## src/design/vsp_pkg.sv

```systemverilog
`default_nettype none

package vsp_pkg;

  // Operation codes carried in the command field of a request.
  typedef enum logic [4:0] {
    CMD_PSRLDQ    = 5'd0,
    CMD_PSLLDQ    = 5'd1,
    CMD_PSRLW     = 5'd2,
    CMD_PSLLW     = 5'd3,
    CMD_PSRAW     = 5'd4,
    CMD_PSRLD     = 5'd5,
    CMD_PSLLD     = 5'd6,
    CMD_PSRLQ     = 5'd7,
    CMD_PSLLQ     = 5'd8,
    CMD_INSERT    = 5'd9,
    CMD_EXTRACT   = 5'd10,
    CMD_BCASTB    = 5'd11,
    CMD_BCASTW    = 5'd12,
    CMD_BCASTD    = 5'd13,
    CMD_BCASTQ    = 5'd14,
    CMD_PERM2X128 = 5'd15,
    CMD_PERMD     = 5'd16,
    CMD_PERMQ     = 5'd17
  } vsp_cmd_t;

  // Counts at or above these limits clear the element or lane.
  localparam logic [7:0] LANE_BYTES = 8'd16;
  localparam logic [7:0] WORD_BITS  = 8'd16;
  localparam logic [7:0] DWORD_BITS = 8'd32;
  localparam logic [7:0] QWORD_BITS = 8'd64;

  // Largest useful arithmetic word shift.
  localparam logic [3:0] SRAW_MAX = 4'd15;

  typedef struct packed {
    logic [4:0]  command;
    logic [63:0] first_word0;
    logic [63:0] first_word1;
    logic [63:0] first_word2;
    logic [63:0] first_word3;
    logic [63:0] second_word0;
    logic [63:0] second_word1;
    logic [63:0] second_word2;
    logic [63:0] second_word3;
    logic [7:0]  immediate;
  } vsp_request_t;

  typedef struct packed {
    logic [63:0] result_word0;
    logic [63:0] result_word1;
    logic [63:0] result_word2;
    logic [63:0] result_word3;
    logic        unsupported;
  } vsp_result_t;

  // Output of one execution unit: its value and whether it owns the command.
  typedef struct packed {
    logic [255:0] value;
    logic         hit;
  } vsp_unit_out_t;

endpackage

`default_nettype wire

```

## src/design/vsp_permute_unit.sv

```systemverilog
`default_nettype none

module vsp_permute_unit
  import vsp_pkg::*;
(
  input  wire logic [4:0]   command,
  input  wire logic [255:0] first_src,
  input  wire logic [255:0] second_src,
  input  wire logic [7:0]   immediate,
  output vsp_unit_out_t     unit_out
);

  // Half moves, broadcasts and permutes.
  always_comb begin
    logic [3:0]   half_sel;
    logic [255:0] half_src;
    logic [2:0]   dword_idx;
    logic [1:0]   qword_idx;
    half_sel       = '0;
    half_src       = '0;
    dword_idx      = '0;
    qword_idx      = '0;
    unit_out.value = '0;
    unit_out.hit   = 1'b1;
    case (vsp_cmd_t'(command))
      CMD_INSERT: begin
        unit_out.value = first_src;
        unit_out.value[{immediate[0], 7'b0000000} +: 128] = second_src[127:0];
      end
      CMD_EXTRACT: begin
        unit_out.value[127:0] = first_src[{immediate[0], 7'b0000000} +: 128];
      end
      CMD_BCASTB: unit_out.value = {32{second_src[7:0]}};
      CMD_BCASTW: unit_out.value = {16{second_src[15:0]}};
      CMD_BCASTD: unit_out.value = {8{second_src[31:0]}};
      CMD_BCASTQ: unit_out.value = {4{second_src[63:0]}};
      CMD_PERM2X128: begin
        // Each result half picks one of four source halves, or zero.
        for (int h = 0; h < 2; h++) begin
          half_sel = immediate[4*h +: 4];
          half_src = half_sel[1] ? second_src : first_src;
          unit_out.value[128*h +: 128] = half_sel[3] ? 128'd0 :
              half_src[{half_sel[0], 7'b0000000} +: 128];
        end
      end
      CMD_PERMD: begin
        // Indices come from the low bits of each first-source dword.
        for (int i = 0; i < 8; i++) begin
          dword_idx = first_src[32*i +: 3];
          unit_out.value[32*i +: 32] = second_src[{dword_idx, 5'b00000} +: 32];
        end
      end
      CMD_PERMQ: begin
        for (int i = 0; i < 4; i++) begin
          qword_idx = immediate[2*i +: 2];
          unit_out.value[64*i +: 64] = second_src[{qword_idx, 6'b000000} +: 64];
        end
      end
      default: begin
        unit_out.hit = 1'b0;
      end
    endcase
  end

endmodule

`default_nettype wire

```

## config.mk

```make
export PLATFORM = sky130hd
export DESIGN_NAME = vsp_permute_unit
export DESIGN_NICKNAME = d
export VERILOG_FILES = /design/src/design/vsp_pkg.sv /design/src/design/vsp_permute_unit.sv
export SDC_FILE = /design/constraint.sdc
export NUM_CORES = 2
export LEC_CHECK = 0
export BUFFER_PORTS_ARGS = -buffer_cell sky130_fd_sc_hd__buf_2
export CELL_PAD_IN_SITES_DETAIL_PLACEMENT = 2
export CELL_PAD_IN_SITES_GLOBAL_PLACEMENT = 2
export CORE_MARGIN = 2
export CORE_UTILIZATION = 41
export DETAILED_ROUTE_END_ITERATION = 12
export GPL_ROUTABILITY_DRIVEN = 0
export PLACE_DENSITY_LB_ADDON = 0.05
export SLEW_MARGIN = 5
export SYNTH_ARGS = -nofsm -noshare
export SYNTH_HDL_FRONTEND = slang
export SYNTH_SLANG_ARGS = --single-unit
```

## constraint.sdc

```tcl
create_clock -name vclk -period 3.6
set_clock_uncertainty 0.05 [all_clocks]
set_input_delay 0.36 -clock vclk [all_inputs]
set_output_delay 0.36 -clock vclk [all_outputs]
set_load 0.01 [all_outputs]
```

## After elaboration in Yosys (flattened, before gate mapping)

Index checks and enable logic that the tools add are counted.

| word-level totals | value |
|---|---|
| register bits | 0 |
| latch bits | 0 |
| memory bits (writable) | 0 |
| ROM bits | 0 |
| input bits | 525 |
| output and inout bits | 257 |
| word-level logic and storage cells | 36 |
| memories | 0 |

| operators by class | value |
|---|---|
| add/sub/neg operators | 1 |
| multiply operators | 0 |
| divide/modulo/power cells | 0 |
| order comparisons | 0 |
| equality and inequality tests | 9 |
| shifts and indexed selects | 17 |
| muxes and demuxes | 8 |
| bitwise gates (word level) | 0 |
| reductions and logical operators | 1 |

Operators with widths:

| cell | number |
|---|---|
| $shiftx 256x9->32 | 8 |
| $pmux 128 s9 | 1 |
| $pmux 128 s8 | 1 |
| $shiftx 256x9->64 | 4 |
| $shiftx 256x9->128 | 3 |
| $mux 256 | 2 |
| $bwmux 256 | 1 |
| $mux 128 | 2 |
| $shift 128x10->256 const A | 1 |
| $shiftx 128x10->256 | 1 |
| $eq 5x4->1 const B | 7 |
| $eq 5x5->1 const B | 2 |
| $neg 8->10 | 1 |
| $reduce_or 9->1 | 1 |
| $mux 1 | 1 |

## Depth between registers and ports, before layout

| depth | value |
|---|---|
| depth in word-level cells | 4 |
| gate-level depth with buffers | 9 |
| gate-level depth less buffers | 4 |

## Least setup slack after synthesis

OpenSTA, ideal clock, no wires.

| path | value |
|---|---|
| path kind | input -> output |
| from | input port first_src[225] |
| to | output port unit_out[241] in the netlist's numbering |
| arrival | 1859 ps |
| data required time | 3190 ps |
| setup slack | 1331 ps |
| stages on the path | 6 |
| path buffers | 2 |
| path through | buf_2 buf_2 mux4_2 mux2_2 nand2_1 nand4_1 |

RTL lines:

| item | line | source |
|---|---|---|
| start: declaration | vsp_permute_unit.sv:7 | `input wire logic [255:0] first_src,` |
| end: declaration | vsp_permute_unit.sv:10 | `output vsp_unit_out_t unit_out` |

==> summary.txt <==
initial antenna violation count = 60
Int Pwr = 2.88 mW
I/O pin count = 782
nature of the critical path startpoint = primary input
All-Layer GR Usage = 46.1%
Max VDD drop = 0.104 mV
GR Overflow Total = 0
drt pass-1 iters = 6
Mapped Nets = 4079
Final setup viols = 0
fraction of layout cells with a size suffix above 1 = 58.8%
fmax = 0.288 GHz
port bufs = 782
Hold Vio Cnt, Final = 0
setup tns final = 0 ps
Post-layout nets = 4334
Vias/cell = 8.68
Slew headroom = 8.33%
Post-Synthesis Cells = 3554
nature of the critical path endpoint = output port
DP Worst Slack = 87.5 ps
Flop pwr share = 0%
minimum clock period = 3470 ps
fill count = 9759
FF+latch count = 0
Worst EP arrival = 3060 ps
CLK BUF = 0
hold depth = 4
Post-CTS Setup Bufs = 0
Post-CTS Resized = 0
Final Slew Violations = 0
global-route wire length before repair = 340000 um
area growth from synthesis to layout = 12.4%
Leak = 16.2 nW
DR DRC count = 0
RSZ-0062 raised after global routing = false
Non-Filler Instances = 5132
status = finished, final reports clean
FP Rows = 114
Cells after DPL = 5083
CP required = 3190 ps
multi-input combinational cell area = 36600 sq um
Cell variety after synth = 63
type of the worst setup path = in2out
cell taking the most area after synthesis = mux4_2
final core utilization = 46.5%
Avg Cell Area, Syn = 11.2 sq um
final worst path period share = 96.4%
total chip power = 6.31 mW
Detail Route Antenna Nets = 0
die height = 316 um
synth warn = 0
Sw Pwr = 3.44 mW
drt initial violations = 7203
Max-Cap Viols = 0
Switching Share = 54.4%
worst hold path class = in2out
area share of the largest cell type after synthesis = 57.0%
HPWL Detailed = 164000 um
number of global-route vias before repair = 45600
combinational share of power = 100.0%
via count = 44600
die area = 100000 sq um
worst slew pin tran = 1360 ps
total wire length = 238000 um
power density over the cells = 141 nW/um^2
PnR worst setup slack = 128 ps
cts hold-fix bufs = 0
core area = 96600 sq um
mapped cell area = 40000 sq um
clock power share = 0%
largest net degree at the start of global routing = 82
drt wl/cell = 46.4 um
Die W = 316 um
Synth area leaders = mux4_2, mux2i_1, a22oi_1
register area share after synthesis = 0%
starting density of the core = 41.4%
Register Area = 0 sq um
Crit Path Max Fanout = 70
[Yosys cell counts, drive strengths merged (3+ instances only)]
master      n
o22a       45
inv        20
mux4     1011
nor2b       7
nand2     233
nand4     123
a22oi     339
a2111oi     4
or3b        3
a211o       5
nand2b     33
a22o       28
a31o        3
buf       365
a21boi      8
a221oi     48
nand4b      3
a211oi     14
o22ai      26
a311oi     13
nor2       19
nand3b      8
mux2      166
o21ai      18
and4        3
nor3       19
mux2i     300
clkbuf    391
o221a       3
a32oi      12
nor4b      10
a32o       13
o211ai     33
nand3      29
a21oi      34
nor4       18
o2111ai   105
and3       28
and2        3
[final cells by class]
cell class	count	area share, %
repair buffers	1009	14.5
inverters	20	0.167
well taps	1276	3.56
diodes	49	0.273
multi-input cells	2778	81.5
[per-stage QoR]
step | hold WS, ps | cell area (sq um)
2_1_floorplan | 818 | 40000
3_3_place_gp | 1050 | 44800
3_5_place_dp | 1050 | 44800
4_1_cts | 1050 | 44800
5_1_grt | 1070 | 44900
6_report | 1050 | 44900
[logic make-up (layout without fill, tap and decap cells)]
group           Yosys count  count (layout)  share of synthesized area, %
mux                    1477            1477                          69.2
buf+inv                 776            1029                          8.76
compound gates          756             756                          14.9
simple gates            545             545                          7.17
other cells               0              49                             0
[critical path, stage by stage]
cell       delay (ps)
buf_2             230
nor3b_4           840
nand2_4           140
buf_12            250
o2111ai_1         800
buf_2             270
[layer usage]
layer | vias up | GRT usage [%] | wire [um]
li1 | 16100 | - | -
met1 | 23300 | 58.2 | 81700
met2 | 4300 | 70.5 | 109000
met3 | 875 | 13.7 | 31800
met4 | 28 | 26.7 | 15300
met5 | - | 0 | 179
[path summary, 6_finish.rpt]
kind	start	to	slack, ps
max	command[4]	unit_out[169]	130
min	first_src[204]	unit_out[77]	1050
[power groups by stage]
stage | sequential (mW) | clock [mW] | combinational [mW]
2_1_floorplan | 0 | 0 | 3.95
3_3_place_gp | 0 | 0 | 5.88
3_5_place_dp | 0 | 0 | 6.11
4_1_cts | 0 | 0 | 6.13
5_1_grt | 0 | 0.00000142 | 6.50
6_report | 0 | 0.00000137 | 6.31
[placed cells by master, fill, tap and decap left out, drive strengths merged, types with 29 or more instances in the layout]
| cell type | netlist | final |
|---|---|---|
| nand3 | 29 | 29 |
| o22a | 45 | 45 |
| o2111ai | 105 | 105 |
| buf | 365 | 1009 |
| a21oi | 34 | 34 |
| a221oi | 48 | 48 |
| nand2b | 33 | 33 |
| nand2 | 233 | 233 |
| o211ai | 33 | 33 |
| mux4 | 1011 | 1011 |
| diode | 0 | 49 |
| nand4 | 123 | 123 |
| mux2 | 166 | 166 |
| mux2i | 300 | 300 |
| a22oi | 339 | 339 |
(Power assumes the default switching activity.)
